==> src/hw/rtl/hts_pkg.sv <==
// Shared types, constants and the segment decoder of the hysteresis thermostat.
package hts_pkg;

  localparam int unsigned AdcW    = 10;
  localparam int unsigned BtnW    = 3;
  localparam int unsigned LimW    = 7;
  localparam int unsigned TempW   = 14;
  localparam int unsigned AccW    = 30;
  localparam int unsigned MulW    = 20;
  localparam int unsigned CntW    = 4;
  localparam int unsigned SegW    = 8;
  localparam int unsigned BcdW    = 16;
  localparam int unsigned InDataW = 16;
  localparam int unsigned OutDataW = 56;
  localparam int unsigned CfgIdxW = 1;

  localparam logic [AccW-1:0] QuadA = AccW'(321);
  localparam logic [MulW-1:0] QuadB = MulW'(353501);
  localparam logic [AccW-1:0] QuadC = AccW'(51963494);

  localparam logic [CntW-1:0] MulLast = CntW'(AdcW - 1);
  localparam logic [CntW-1:0] BcdLast = CntW'(TempW - 1);

  localparam logic [LimW-1:0] LimMax = LimW'(100);
  localparam logic [LimW-1:0] LimMin = LimW'(30);
  localparam logic [LimW:0]   LimGap = (LimW + 1)'(2);

  localparam logic [TempW-1:0] Thousand    = TempW'(1000);
  localparam logic [TempW-1:0] TenThousand = TempW'(10000);

  localparam logic [1:0] ModeTemp  = 2'd0;
  localparam logic [1:0] ModeUpper = 2'd1;
  localparam logic [1:0] ModeLower = 2'd2;

  localparam logic [1:0] StrobeNone  = 2'd0;
  localparam logic [1:0] StrobeUpper = 2'd1;
  localparam logic [1:0] StrobeLower = 2'd2;

  localparam logic [CfgIdxW-1:0] CfgLower = 1'b0;
  localparam logic [CfgIdxW-1:0] CfgUpper = 1'b1;

  localparam logic [SegW-1:0] SegPoint = 8'h80;

  typedef enum logic [7:0] {
    StIdle = 8'b0000_0001,
    StMul1 = 8'b0000_0010,
    StAddB = 8'b0000_0100,
    StMul2 = 8'b0000_1000,
    StAddC = 8'b0001_0000,
    StUpd  = 8'b0010_0000,
    StBcd  = 8'b0100_0000,
    StDone = 8'b1000_0000
  } state_e;

  function automatic logic [SegW-1:0] digit_seg(input logic [3:0] d);
    logic [SegW-1:0] s;
    case (d)
      4'd0: s = 8'h77;
      4'd1: s = 8'h24;
      4'd2: s = 8'h5D;
      4'd3: s = 8'h6D;
      4'd4: s = 8'h2E;
      4'd5: s = 8'h6B;
      4'd6: s = 8'h7B;
      4'd7: s = 8'h25;
      4'd8: s = 8'h7F;
      4'd9: s = 8'h6F;
      default: s = 8'h00;
    endcase
    return s;
  endfunction

  function automatic logic [LimW+5:0] times50(input logic [LimW-1:0] h);
    return {1'b0, h, 5'b0} + {2'b0, h, 4'b0} + {5'b0, h, 1'b0};
  endfunction

endpackage

==> src/hw/rtl/hysteresis_thermostat_with_display.sv <==
// Top level of the hysteresis thermostat with limit menu and three-digit display.
//
// Channel   Dir  Handshake                      Payload
// s_axis    in   s_axis_tvalid / s_axis_tready  tuser kind, tdata adc_sample, button_levels
// m_axis    out  m_axis_tvalid / m_axis_tready  tdata relay, mode, LEDs, segments, save, temp
// cfg       in   cfg_valid_i / cfg_ready_o      cfg_index_i register, cfg_data_i value
//
// A sample runs from its transfer to a valid result through two 10-step shift-and-add
// passes of the quadratic, two constant adds, the update, 14 double-dabble steps and the load.
// A button scan skips the quadratic.
// One item is in flight at a time; the next is taken while the result register still waits.
// Reset restores the menu, relay and limits to their power-up values.
// A stalled output holds the finished result; the configuration port is always ready.
module hysteresis_thermostat_with_display (
  input  logic                           clk_i,
  input  logic                           rst_ni,
  input  logic                           s_axis_tvalid,
  output logic                           s_axis_tready,
  input  logic                           s_axis_tuser,   // kind
  input  logic [hts_pkg::InDataW-1:0]    s_axis_tdata,   // adc_sample, button_levels
  output logic                           m_axis_tvalid,
  input  logic                           m_axis_tready,
  // relay_on, menu_mode, led_upper, led_lower, seg_left, seg_middle, seg_right,
  // save_strobe, save_value, temperature_centi
  output logic [hts_pkg::OutDataW-1:0]   m_axis_tdata,
  input  logic                           cfg_valid_i,
  output logic                           cfg_ready_o,
  input  logic [hts_pkg::CfgIdxW-1:0]    cfg_index_i,
  input  logic [hts_pkg::LimW-1:0]       cfg_data_i
);

  hts_pkg::state_e state_q, state_d;

  logic [hts_pkg::CntW-1:0]     cnt_q, cnt_d;
  logic                         kind_q;
  logic [hts_pkg::AdcW-1:0]     x_q, x_d;
  logic [hts_pkg::BtnW-1:0]     lv_q;
  logic [hts_pkg::AccW-1:0]     acc_q, acc_d;
  logic [hts_pkg::MulW-1:0]     m_q, m_d;
  logic [hts_pkg::TempW-1:0]    val_q, val_d;
  logic [hts_pkg::BcdW-1:0]     bcd_q, bcd_d;
  logic                         lt1000_q, lt1000_d;
  logic                         lt10000_q, lt10000_d;

  logic [1:0]                   mode_q, mode_d;
  logic [hts_pkg::BtnW-1:0]     prev_q, prev_d;
  logic                         above_q, above_d;
  logic                         relay_q, relay_d;
  logic [hts_pkg::LimW-1:0]     upper_q, upper_d;
  logic [hts_pkg::LimW-1:0]     lower_q, lower_d;
  logic [hts_pkg::LimW-1:0]     sup_q, sup_d;
  logic [hts_pkg::LimW-1:0]     slo_q, slo_d;
  logic [hts_pkg::TempW-1:0]    temp_q, temp_d;
  logic [1:0]                   strobe_q, strobe_d;
  logic [hts_pkg::LimW-1:0]     sval_q, sval_d;

  logic                         out_valid_q, out_valid_d;
  logic [hts_pkg::OutDataW-1:0] out_data_q, out_data_d;

  logic                         in_xfer;
  logic                         out_free;

  assign in_xfer       = s_axis_tvalid && s_axis_tready;
  assign out_free      = !out_valid_q || m_axis_tready;
  assign s_axis_tready = (state_q == hts_pkg::StIdle);
  assign m_axis_tvalid = out_valid_q;
  assign m_axis_tdata  = out_data_q;
  assign cfg_ready_o   = 1'b1;

  always_comb begin
    logic [hts_pkg::TempW-1:0]  t;
    logic [hts_pkg::LimW+5:0]   lo50;
    logic [hts_pkg::LimW+5:0]   up50;
    logic [hts_pkg::BtnW-1:0]   edge_v;
    logic [hts_pkg::LimW-1:0]   u1;
    logic [hts_pkg::LimW-1:0]   l1;
    logic [hts_pkg::TempW-1:0]  shown;
    logic [hts_pkg::BcdW-1:0]   adj;
    logic [hts_pkg::SegW-1:0]   seg_l;
    logic [hts_pkg::SegW-1:0]   seg_m;
    logic [hts_pkg::SegW-1:0]   seg_r;

    state_d     = state_q;
    cnt_d       = cnt_q;
    x_d         = x_q;
    acc_d       = acc_q;
    m_d         = m_q;
    val_d       = val_q;
    bcd_d       = bcd_q;
    lt1000_d    = lt1000_q;
    lt10000_d   = lt10000_q;
    mode_d      = mode_q;
    prev_d      = prev_q;
    above_d     = above_q;
    relay_d     = relay_q;
    upper_d     = upper_q;
    lower_d     = lower_q;
    sup_d       = sup_q;
    slo_d       = slo_q;
    temp_d      = temp_q;
    strobe_d    = strobe_q;
    sval_d      = sval_q;
    out_valid_d = out_valid_q && !m_axis_tready;
    out_data_d  = out_data_q;

    t      = acc_q[hts_pkg::AccW-1:16];
    lo50   = hts_pkg::times50(lower_q);
    up50   = hts_pkg::times50(upper_q);
    edge_v = prev_q & ~lv_q;
    u1     = upper_q;
    l1     = lower_q;
    shown  = temp_q;
    adj    = bcd_q;
    seg_l  = '0;
    seg_m  = '0;
    seg_r  = '0;

    case (state_q)
      hts_pkg::StIdle: begin
        if (in_xfer) begin
          cnt_d    = '0;
          acc_d    = '0;
          x_d      = s_axis_tdata[hts_pkg::AdcW-1:0];
          strobe_d = hts_pkg::StrobeNone;
          sval_d   = '0;
          state_d  = s_axis_tuser ? hts_pkg::StUpd : hts_pkg::StMul1;
        end
      end
      hts_pkg::StMul1: begin
        acc_d = {acc_q[hts_pkg::AccW-2:0], 1'b0} + (x_q[hts_pkg::AdcW-1] ? hts_pkg::QuadA : '0);
        x_d   = {x_q[hts_pkg::AdcW-2:0], x_q[hts_pkg::AdcW-1]};
        cnt_d = cnt_q + 1'b1;
        if (cnt_q == hts_pkg::MulLast) begin
          state_d = hts_pkg::StAddB;
        end
      end
      hts_pkg::StAddB: begin
        m_d     = acc_q[hts_pkg::MulW-1:0] + hts_pkg::QuadB;
        acc_d   = '0;
        cnt_d   = '0;
        state_d = hts_pkg::StMul2;
      end
      hts_pkg::StMul2: begin
        acc_d = {acc_q[hts_pkg::AccW-2:0], 1'b0}
              + (x_q[hts_pkg::AdcW-1] ? hts_pkg::AccW'(m_q) : '0);
        x_d   = {x_q[hts_pkg::AdcW-2:0], x_q[hts_pkg::AdcW-1]};
        cnt_d = cnt_q + 1'b1;
        if (cnt_q == hts_pkg::MulLast) begin
          state_d = hts_pkg::StAddC;
        end
      end
      hts_pkg::StAddC: begin
        acc_d   = acc_q + hts_pkg::QuadC;
        state_d = hts_pkg::StUpd;
      end
      hts_pkg::StUpd: begin
        if (!kind_q) begin
          temp_d = t;
          if (t <= {1'b0, lo50}) begin
            relay_d = 1'b1;
            above_d = 1'b0;
          end else if (t <= {1'b0, up50}) begin
            relay_d = !above_q;
          end else begin
            relay_d = 1'b0;
            above_d = 1'b1;
          end
        end else begin
          prev_d = lv_q;
          if (mode_q == hts_pkg::ModeUpper) begin
            if (edge_v[0] && (u1 < hts_pkg::LimMax)) begin
              u1 = u1 + 1'b1;
            end
            if (edge_v[1] && (u1 > hts_pkg::LimMin)
                && ({1'b0, u1} >= ({1'b0, lower_q} + hts_pkg::LimGap))) begin
              u1 = u1 - 1'b1;
            end
          end else if (mode_q == hts_pkg::ModeLower) begin
            if (edge_v[0] && (l1 < hts_pkg::LimMax)
                && (({1'b0, l1} + hts_pkg::LimGap) <= {1'b0, upper_q})) begin
              l1 = l1 + 1'b1;
            end
            if (edge_v[1] && (l1 > hts_pkg::LimMin)) begin
              l1 = l1 - 1'b1;
            end
          end
          upper_d = u1;
          lower_d = l1;
          if (edge_v[2]) begin
            case (mode_q)
              hts_pkg::ModeUpper: begin
                mode_d = hts_pkg::ModeLower;
                if (u1 != sup_q) begin
                  strobe_d = hts_pkg::StrobeUpper;
                  sval_d   = u1;
                  sup_d    = u1;
                end
              end
              hts_pkg::ModeLower: begin
                mode_d = hts_pkg::ModeTemp;
                if (l1 != slo_q) begin
                  strobe_d = hts_pkg::StrobeLower;
                  sval_d   = l1;
                  slo_d    = l1;
                end
              end
              default: begin
                mode_d = hts_pkg::ModeUpper;
              end
            endcase
          end
        end
        case (mode_d)
          hts_pkg::ModeUpper: shown = {1'b0, hts_pkg::times50(upper_d)};
          hts_pkg::ModeLower: shown = {1'b0, hts_pkg::times50(lower_d)};
          default:            shown = temp_d;
        endcase
        val_d     = shown;
        bcd_d     = '0;
        cnt_d     = '0;
        lt1000_d  = (shown < hts_pkg::Thousand);
        lt10000_d = (shown < hts_pkg::TenThousand);
        state_d   = hts_pkg::StBcd;
      end
      hts_pkg::StBcd: begin
        for (int i = 0; i < 4; i++) begin
          if (bcd_q[4*i +: 4] >= 4'd5) begin
            adj[4*i +: 4] = bcd_q[4*i +: 4] + 4'd3;
          end
        end
        bcd_d = {adj[hts_pkg::BcdW-2:0], val_q[hts_pkg::TempW-1]};
        val_d = {val_q[hts_pkg::TempW-2:0], 1'b0};
        cnt_d = cnt_q + 1'b1;
        if (cnt_q == hts_pkg::BcdLast) begin
          state_d = hts_pkg::StDone;
        end
      end
      hts_pkg::StDone: begin
        if (lt1000_q) begin
          seg_l = hts_pkg::digit_seg(bcd_q[11:8]) | hts_pkg::SegPoint;
          seg_m = hts_pkg::digit_seg(bcd_q[7:4]);
          seg_r = hts_pkg::digit_seg(bcd_q[3:0]);
        end else if (lt10000_q) begin
          seg_l = hts_pkg::digit_seg(bcd_q[15:12]);
          seg_m = hts_pkg::digit_seg(bcd_q[11:8]) | hts_pkg::SegPoint;
          seg_r = hts_pkg::digit_seg(bcd_q[7:4]);
        end
        if (out_free) begin
          out_valid_d = 1'b1;
          out_data_d  = {4'b0, temp_q, sval_q, strobe_q, seg_r, seg_m, seg_l,
                         (mode_q == hts_pkg::ModeLower), (mode_q == hts_pkg::ModeUpper),
                         mode_q, relay_q};
          state_d     = hts_pkg::StIdle;
        end
      end
      default: begin
        state_d = hts_pkg::StIdle;
      end
    endcase

    if (cfg_valid_i && cfg_ready_o) begin
      case (cfg_index_i)
        hts_pkg::CfgLower: begin
          lower_d = cfg_data_i;
          slo_d   = cfg_data_i;
        end
        hts_pkg::CfgUpper: begin
          upper_d = cfg_data_i;
          sup_d   = cfg_data_i;
        end
        default: begin
        end
      endcase
    end
  end

  always_ff @(posedge clk_i or negedge rst_ni) begin
    if (!rst_ni) begin
      state_q     <= hts_pkg::StIdle;
      cnt_q       <= '0;
      mode_q      <= hts_pkg::ModeTemp;
      prev_q      <= '1;
      above_q     <= 1'b0;
      relay_q     <= 1'b0;
      upper_q     <= hts_pkg::LimW'(44);
      lower_q     <= hts_pkg::LimW'(36);
      sup_q       <= hts_pkg::LimW'(44);
      slo_q       <= hts_pkg::LimW'(36);
      temp_q      <= '0;
      out_valid_q <= 1'b0;
    end else begin
      state_q     <= state_d;
      cnt_q       <= cnt_d;
      mode_q      <= mode_d;
      prev_q      <= prev_d;
      above_q     <= above_d;
      relay_q     <= relay_d;
      upper_q     <= upper_d;
      lower_q     <= lower_d;
      sup_q       <= sup_d;
      slo_q       <= slo_d;
      temp_q      <= temp_d;
      out_valid_q <= out_valid_d;
    end
  end

  always_ff @(posedge clk_i) begin
    if (in_xfer) begin
      kind_q <= s_axis_tuser;
      lv_q   <= s_axis_tdata[hts_pkg::AdcW +: hts_pkg::BtnW];
    end
    x_q        <= x_d;
    acc_q      <= acc_d;
    m_q        <= m_d;
    val_q      <= val_d;
    bcd_q      <= bcd_d;
    lt1000_q   <= lt1000_d;
    lt10000_q  <= lt10000_d;
    strobe_q   <= strobe_d;
    sval_q     <= sval_d;
    out_data_q <= out_data_d;
  end

endmodule

==> config.mk <==
export PLATFORM = sky130hd
export DESIGN_NAME = hysteresis_thermostat_with_display
export DESIGN_NICKNAME = d
export VERILOG_FILES = /design/src/hw/rtl/hts_pkg.sv /design/src/hw/rtl/hysteresis_thermostat_with_display.sv
export SDC_FILE = /design/constraint.sdc
export NUM_CORES = 1
export LEC_CHECK = 0
export ABC_AREA = 1
export ABC_CLOCK_PERIOD_IN_PS = 6600
export BUFFER_PORTS_ARGS = -buffer_cell sky130_fd_sc_hd__buf_2
export CAP_MARGIN = 20
export CELL_PAD_IN_SITES_DETAIL_PLACEMENT = 1
export CELL_PAD_IN_SITES_GLOBAL_PLACEMENT = 2
export CORE_MARGIN = 3
export CORE_UTILIZATION = 38
export DETAILED_ROUTE_END_ITERATION = 6
export PLACE_DENSITY_LB_ADDON = 0.05
export SYNTH_ARGS = -nofsm -noshare
export SYNTH_HDL_FRONTEND = slang
export SYNTH_SLANG_ARGS = --single-unit
export TNS_END_PERCENT = 5
==> constraint.sdc <==
create_clock -name clk_i -period 6.6 [get_ports clk_i]
set_input_delay 0.33 -clock clk_i [delete_from_list [all_inputs] [get_ports clk_i]]
set_output_delay 0.33 -clock clk_i [all_outputs]
set_load 0.1 [all_outputs]
==> reports/qor.log, run 1 <==
INFO  clock_network  insertion_delay=0.59ns
INFO  global_route   wire_length_of_the_first_global_routing_pass=83600µm
INFO  die            placement_rows=77
INFO  sta            worst_hold_slack=0.0317ns
INFO  layout         nets=2529
INFO  synthesis      synthesized_instance_count=2197
INFO  sta            setup_viol=0
INFO  global_route   vias_in_the_first_global_route=15100
INFO  route          post-route-drc-count=0
INFO  route          drt_iter0_drc=737
INFO  critical_path  crit_required=7.04ns
INFO  route          postRouteAntennaNets=0
INFO  critical_path  setup.worst_path.start_class=flip-flop
INFO  die            boundaryPins=89
INFO  synthesis      syn_area_cell=7.93µm²
INFO  sta            max_clock_freq=0.160GHz
INFO  sta            maxSlewViolCount=0
INFO  global_route   track_usage=21.9%
INFO  die            initial_cell_density_of_the_core=38.9%
INFO  sta            finClkSkew=0.0298ns
INFO  global_route   overflow=0
INFO  placed_design  numPortBuffers=79
INFO  clock_network  number_of_buffers_created_by_cts=30
INFO  die            dieArea=48500µm²
INFO  synthesis      unique_masters_post_synth=68
INFO  power          switching_power=5.75mW
INFO  global_route   grt_start_max_net_pins=63
INFO  layout         layout.cells.most_common_list=nand2_1 (551), inv_1 (303), nor2_1 (173)
INFO  layout         syn_to_final_growth=15.0%
INFO  placed_design  dpl_cell_area=18700µm²
INFO  power          max-vdd-ir-drop=0.377mV
INFO  status         run_status=finished, final reports clean
INFO  critical_path  worst_path_most_repeated_cell=inv_1
INFO  flow_run       maxCapViolCount=0
INFO  critical_path  worst-path-max-fanout=5
INFO  layout         postLayoutCoreUtil=44.7%
INFO  power          internal_power=5.86mW
INFO  synthesis      synth-seq-area-share=39.1%
INFO  route          wl_per_cell=18.1µm
INFO  power          total_leakage_power=9.38nW
INFO  critical_path  worst_setup_path_end_kind=flip-flop
INFO  sta            timing_hold_violations_final=0
INFO  sta            relSlewSlack=32.0%
INFO  power          power_density=579nW/µm²
INFO  layout         fin_cells=2944
INFO  route          drt-total-wl=53300µm
INFO  die            core=44800µm²
INFO  clock_network  clock-root-buffer=clkbuf_16
INFO  power          pwr-share-comb=61.2%
INFO  global_route   grt_antenna_before_repair=0
INFO  synthesis      count_of_flip_flops_with_a_built_in_enable_after_synthesis=156
INFO  die            die_w=220µm
INFO  synthesis      syn-cell-area=17400µm²
INFO  layout         final_common_cell=nand2_1
INFO  clock_network  clk_transition_reported_paths=0.06ns
INFO  synthesis      synth-async-reset-ratio=25.2%
INFO  synthesis      ys_seq_elements=246
INFO  route          avgViaCountPerCell=5.07
INFO  clock_network  number_of_buffers_between_clock_root_and_the_deepest_sink=3
INFO  sta            max_slew.worst_pin.slew=1.02ns
INFO  layout         final_design_area_no_fill=20000µm²
INFO  placed_design  gp_congestion=0.881
INFO  sta            finalWorstPathRequiredPeriod=6.24ns
INFO  synthesis      synth_flop_cell=edfxtp_1
INFO  critical_path  critical_path.slowest_cell=dfstp_2
INFO  placed_design  dp.cells=2858
INFO  clock_network  cts_tree=yes
INFO  power          power.sequential.fraction=24.8%
INFO  synthesis      synth_warnings=0
INFO  critical_path  worstPathArrival=6.68ns
INFO  sta            final.period_utilization=94.6%
INFO  placed_design  post-dp-hpwl=40600µm
INFO  route          num_vias=14900
INFO  layout         fill_cell_count=5457
INFO  clock_network  cts_max_level=1
INFO  layout         drive_above_1_share=13.8%
INFO  critical_path  critical-path-max-stage-delay=0.66ns
INFO  die            die_h=220µm
INFO  worst_hold_path min_path_type=input port to flip-flop
INFO  power          pwr-share-clk=14.0%
INFO  power          power_switching_share=49.5%
INFO  clock_network  clock_sink_count=246
INFO  critical_path  path_class=flip-flop to flip-flop
INFO  route          drt_pre_antenna_iters=5
-- synthesized netlist by cell type, types with 8 or more instances --
library cell,n,share of area (%)
nand2_4,10,0.65
or2_2,12,0.43
clkbuf_1,31,0.67
dfxtp_1,28,3.2
nand2_1,555,12
nand3_1,86,2.5
o21ai_1,21,0.60
fa_1,14,1.6
nor3_1,20,0.57
o21ai_0,157,4.5
o22ai_1,16,0.57
ha_1,159,11
o21ai_2,11,0.55
inv_2,13,0.28
o31ai_1,8,0.34
a31oi_1,13,0.47
inv_1,303,6.5
dfstp_2,14,2.1
xnor2_1,19,0.95
xor2_1,45,2.3
nand4_1,17,0.61
a21oi_1,132,3.8
nor2_1,178,3.8
edfxtp_1,156,27
nand2_2,24,0.86
dfrtp_1,48,6.9
-- final timing paths --
kind | start | endpoint | slack (ns) | cells past startpoint
hold / removal | s_axis_tdata[6] | x_q[6] | 0.03 | 3
setup reg to reg | lower_q[2] | lt1000_q | 0.36 | 41
setup / recovery | lower_q[2] | lt1000_q | 0.36 | 41
min in group asynchronous | rst_ni | sup_q[4] | 0.50 | 3
max in group asynchronous | rst_ni | state_q[3] | 5.44 | 3
hold reg to reg | sval_q[6] | m_axis_tdata[37] | 0.42 | 0
-- worst max-delay path: cells and delay by family (launching register included) --
| kind | cells | cell delay [ns] |
|---|---|---|
| buffers and inverters | 5 | 0.36 |
| XOR/XNOR | 3 | 0.51 |
| AND/OR/NAND/NOR | 21 | 2.27 |
| flip-flops | 1 | 0.66 |
| adder cells (fa/ha/maj) | 6 | 1.57 |
| AO/OA/AOI/OAI | 6 | 0.70 |
-- layer usage --
| layer | vias up | wire (µm) | track usage, % |
|---|---|---|---|
| met5 | - | 0 | 0 |
| met4 | 0 | 1220 | 5.07 |
| met3 | 66 | 1960 | 2.42 |
| met2 | 247 | 23200 | 34.7 |
| met1 | 7139 | 26800 | 32.1 |
| li1 | 7462 | - | - |
-- power by group through the flow --
stage	logic [mW]	registers, mW	clock network (mW)
after floorplan	4.90	2.77	0
after global placement	6.54	2.88	0
after detailed placement	6.80	2.90	0
after CTS	6.86	2.87	1.66
after global routing	8.08	2.94	1.73
final	7.11	2.88	1.62
-- cell families after synthesis --
logic type / Yosys count / share of synthesized area (%)
xor+xnor: 64 / 3.22
flops: 246 / 39.1
simple gates: 944 / 23.6
fa+ha+maj: 173 / 13.0
compound gates: 394 / 12.7
other cells: 2 / 0.0431
buf+inv: 374 / 8.31
-- per-stage QoR --
step / total power [mW] / TNS, ns / setup slack, ns
2_1_floorplan: 7.67 / 0 / 0.499
3_3_place_gp: 9.42 / 0 / 0.228
3_5_place_dp: 9.70 / -0.0567 / -0.0567
4_1_cts: 11.4 / 0 / 0.00274
5_1_grt: 12.7 / -0.0553 / -0.0553
6_report: 11.6 / 0 / 0.359
-- final cells by class --
cell class | instances | area [µm²] | area share, %
well taps | 592 | 741 | 3.70
inverters | 325 | 1230 | 6.15
clock inverters | 14 | 123 | 0.612
diodes | 2 | 5.00 | 0.0250
repair buffers | 142 | 883 | 4.41
clock buffers | 42 | 836 | 4.17
flip-flops and latches | 246 | 6820 | 34.0
multi-input cells | 1581 | 9400 | 46.9
-- timing repair --
item                                   in CTS  in global routing
setup endpoints to repair                   1                  5
hold buffers                                7                  0
resized for setup                           2                 43
endpoints found under the hold margin      28                  0
pin swaps                                   0                 14
cloned                                      0                  0
buffers inserted                            0                 21
(Power assumes the default switching activity.)
==> run 2, diff against run 1 <==
--- a/config.mk
+++ b/config.mk
@@ -6,15 +6,16 @@
 export NUM_CORES = 1
 export LEC_CHECK = 0
 export ABC_AREA = 1
-export ABC_CLOCK_PERIOD_IN_PS = 6600
+export ABC_CLOCK_PERIOD_IN_PS = 7770
 export BUFFER_PORTS_ARGS = -buffer_cell sky130_fd_sc_hd__buf_2
 export CAP_MARGIN = 20
 export CELL_PAD_IN_SITES_DETAIL_PLACEMENT = 1
 export CELL_PAD_IN_SITES_GLOBAL_PLACEMENT = 2
 export CORE_MARGIN = 3
-export CORE_UTILIZATION = 38
+export CORE_UTILIZATION = 41
 export DETAILED_ROUTE_END_ITERATION = 6
 export PLACE_DENSITY_LB_ADDON = 0.05
+export SETUP_SLACK_MARGIN = 0.2
 export SYNTH_ARGS = -nofsm -noshare
 export SYNTH_HDL_FRONTEND = slang
 export SYNTH_SLANG_ARGS = --single-unit
==> constraint.sdc (replaced) <==
create_clock -name clk_i -period 7.77 [get_ports clk_i]
set_input_delay 0.3885 -clock clk_i [delete_from_list [all_inputs] [get_ports clk_i]]
set_output_delay 0.3885 -clock clk_i [all_outputs]
set_load 0.1 [all_outputs]
==> reports/qor.log, run 2 (synthesis results as in run 1) <==
INFO  sta            finalWorstPathRequiredPeriod=6.96ns
INFO  layout         final_common_cell=nand2_1
INFO  layout         drive_above_1_share=11.6%
INFO  clock_network  cts_tree=yes
INFO  layout         fill_cell_count=5085
INFO  worst_hold_path min_path_type=input port to asynchronous set/reset pin
INFO  critical_path  crit_required=8.17ns
INFO  layout         final_design_area_no_fill=19500µm²
INFO  clock_network  clk_transition_reported_paths=0.07ns
INFO  critical_path  crit_cells=32
INFO  clock_network  cts_max_level=1
INFO  critical_path  critical_path.slowest_cell=dfstp_2
INFO  die            boundaryPins=89
INFO  die            core=41400µm²
INFO  global_route   track_usage=22.9%
INFO  clock_network  clock_sink_count=246
INFO  clock_network  clock-root-buffer=clkbuf_16
INFO  route          wl_per_cell=18.1µm
INFO  layout         layout.cells.most_common_list=nand2_1 (555), inv_1 (303), nor2_1 (177)
INFO  route          postRouteAntennaNets=0
INFO  critical_path  worst_setup_path_end_kind=flip-flop
INFO  power          total_leakage_power=9.17nW
INFO  critical_path  critical-path-max-stage-delay=0.72ns
INFO  critical_path  timing.critical_path.from=upper_q[3]
INFO  layout         nets=2489
INFO  placed_design  post-dp-hpwl=39400µm
INFO  status         run_status=finished, final reports clean
INFO  critical_path  crit_end=lt1000_q
INFO  critical_path  regToRegSetupSlack=0.81ns
INFO  global_route   vias_in_the_first_global_route=15100
INFO  global_route   wire_length_of_the_first_global_routing_pass=82100µm
INFO  critical_path  worst-path-max-fanout=9
INFO  critical_path  worst_path_most_repeated_cell=inv_1
INFO  sta            timing.setup.tns=0ns
INFO  sta            setup_viol=0
INFO  critical_path  ff2ff_path_depth=32
INFO  route          drt-total-wl=51500µm
INFO  critical_path  worst_r2r_endpoint=lt1000_q
INFO  critical_path  path_class=flip-flop to flip-flop
INFO  die            dieArea=45000µm²
INFO  placed_design  numPortBuffers=79
INFO  power          power_density=488nW/µm²
INFO  power          max-vdd-ir-drop=0.296mV
INFO  die            die_h=212µm
INFO  route          drt_iter0_drc=766
INFO  clock_network  number_of_buffers_between_clock_root_and_the_deepest_sink=3
INFO  route          post-route-drc-count=0
INFO  sta            finClkSkew=0.0176ns
INFO  clock_network  number_of_buffers_created_by_cts=28
INFO  critical_path  path_delay_family=adder cells
INFO  critical_path  setup.worst_path.start_class=flip-flop
INFO  global_route   overflow=0
INFO  route          num_vias=14700
INFO  sta            max_clock_freq=0.144GHz
INFO  critical_path  timing.critical_path.buf_inv=6
INFO  route          avgViaCountPerCell=5.16
INFO  sta            maxSlewViolCount=0
INFO  global_route   grt_start_max_net_pins=63
INFO  sta            timing_hold_violations_final=0
INFO  placed_design  dpl_cell_area=18400µm²
INFO  critical_path  worstPathArrival=7.37ns
INFO  layout         syn_to_final_growth=11.7%
INFO  flow_run       maxCapViolCount=0
INFO  critical_path  r2r-start=upper_q[3]
INFO  sta            rsz_0062_raised_after_global_routing=false
INFO  die            placement_rows=74
INFO  die            die_w=212µm
INFO  sta            relSlewSlack=36.1%
INFO  route          drt_pre_antenna_iters=5
INFO  clock_network  insertion_delay=0.57ns
INFO  placed_design  gp_congestion=0.866
INFO  die            initial_cell_density_of_the_core=42.1%
INFO  sta            max_slew.worst_pin.slew=0.959ns
INFO  layout         antennaDiodeCount=0
INFO  global_route   grt_antenna_before_repair=0
INFO  sta            final.period_utilization=89.6%
-- run 2: changes by cell type in the layout (fill, tap and decap cells not counted), moves of 4 or more --
cell           change
nand2_1            +4
o21ai_4            -5
o21ai_0            +7
dlygate4sd3_1      -4
nor2_1             +4
buf_4             -33
nor2_2             -4
xor2_1             +4
-- run 2: metrics by stage --
step / power, mW / std cells / worst slack [ns] / utilization (%) / hold slack (ns)
after CTS: 9.56 / 2836 / 0.817 / 47.0 / 0.0382
after floorplan: 6.52 / 2201 / 1.67 / - / 0.0929
after detailed placement: 8.11 / 2781 / 0.854 / 44.6 / 0.406
after global routing: 10.5 / 2840 / 0.256 / 47.1 / 0.0561
final: 9.50 / 2840 / 0.806 / 47.1 / 0.0363
after global placement: 7.86 / 2781 / 1.02 / 44.6 / 0.406
-- run 2: per-layer routing --
layer,vias up,GRT usage (%),wire length [µm]
met4,0,4.00,807
met1,6995,33.7,25800
met5,-,0,0
met3,51,3.11,2080
met2,238,36.6,22800
li1,7382,-,-
-- run 2: layout make-up --
| cell class | instances | area [µm²] | area share (%) |
|---|---|---|---|
| Clock buffer | 34 | 733 | 3.77 |
| Timing Repair Buffer | 104 | 591 | 3.03 |
| Multi-Input combinational cell | 1581 | 9210 | 47.3 |
| Tap cell | 532 | 666 | 3.42 |
| Sequential cell | 246 | 6820 | 35.0 |
| Inverter | 325 | 1230 | 6.33 |
| Clock inverter | 18 | 223 | 1.14 |
-- run 2: repair_timing --
item | CTS | global route
hold endpoints to repair | 3 | 0
setup buffers | 0 | 4
setup endpoints to repair | 0 | 1
resized for setup | 0 | 2
hold buffers | 3 | 0
-- run 2: power breakdown --
part / internal, mW / switching [mW]
Clock: 0.811 / 0.583
Combinational: 1.99 / 3.67
Sequential: 2.00 / 0.444
-- run 2: worst min path at each step --
stage	startpoint	endpoint	slack (ns)	cells after the start
4_1_cts	cfg_valid_i	sup_q[2]	0.04	3
6_report	rst_ni	sup_q[4]	0.04	2
2_1_floorplan	rst_ni	above_q	0.09	0
3_5_place_dp	sval_q[6]	m_axis_tdata[37]	0.41	0
3_3_place_gp	strobe_q[1]	m_axis_tdata[30]	0.41	0
5_1_grt	s_axis_tuser	kind_q	0.06	1
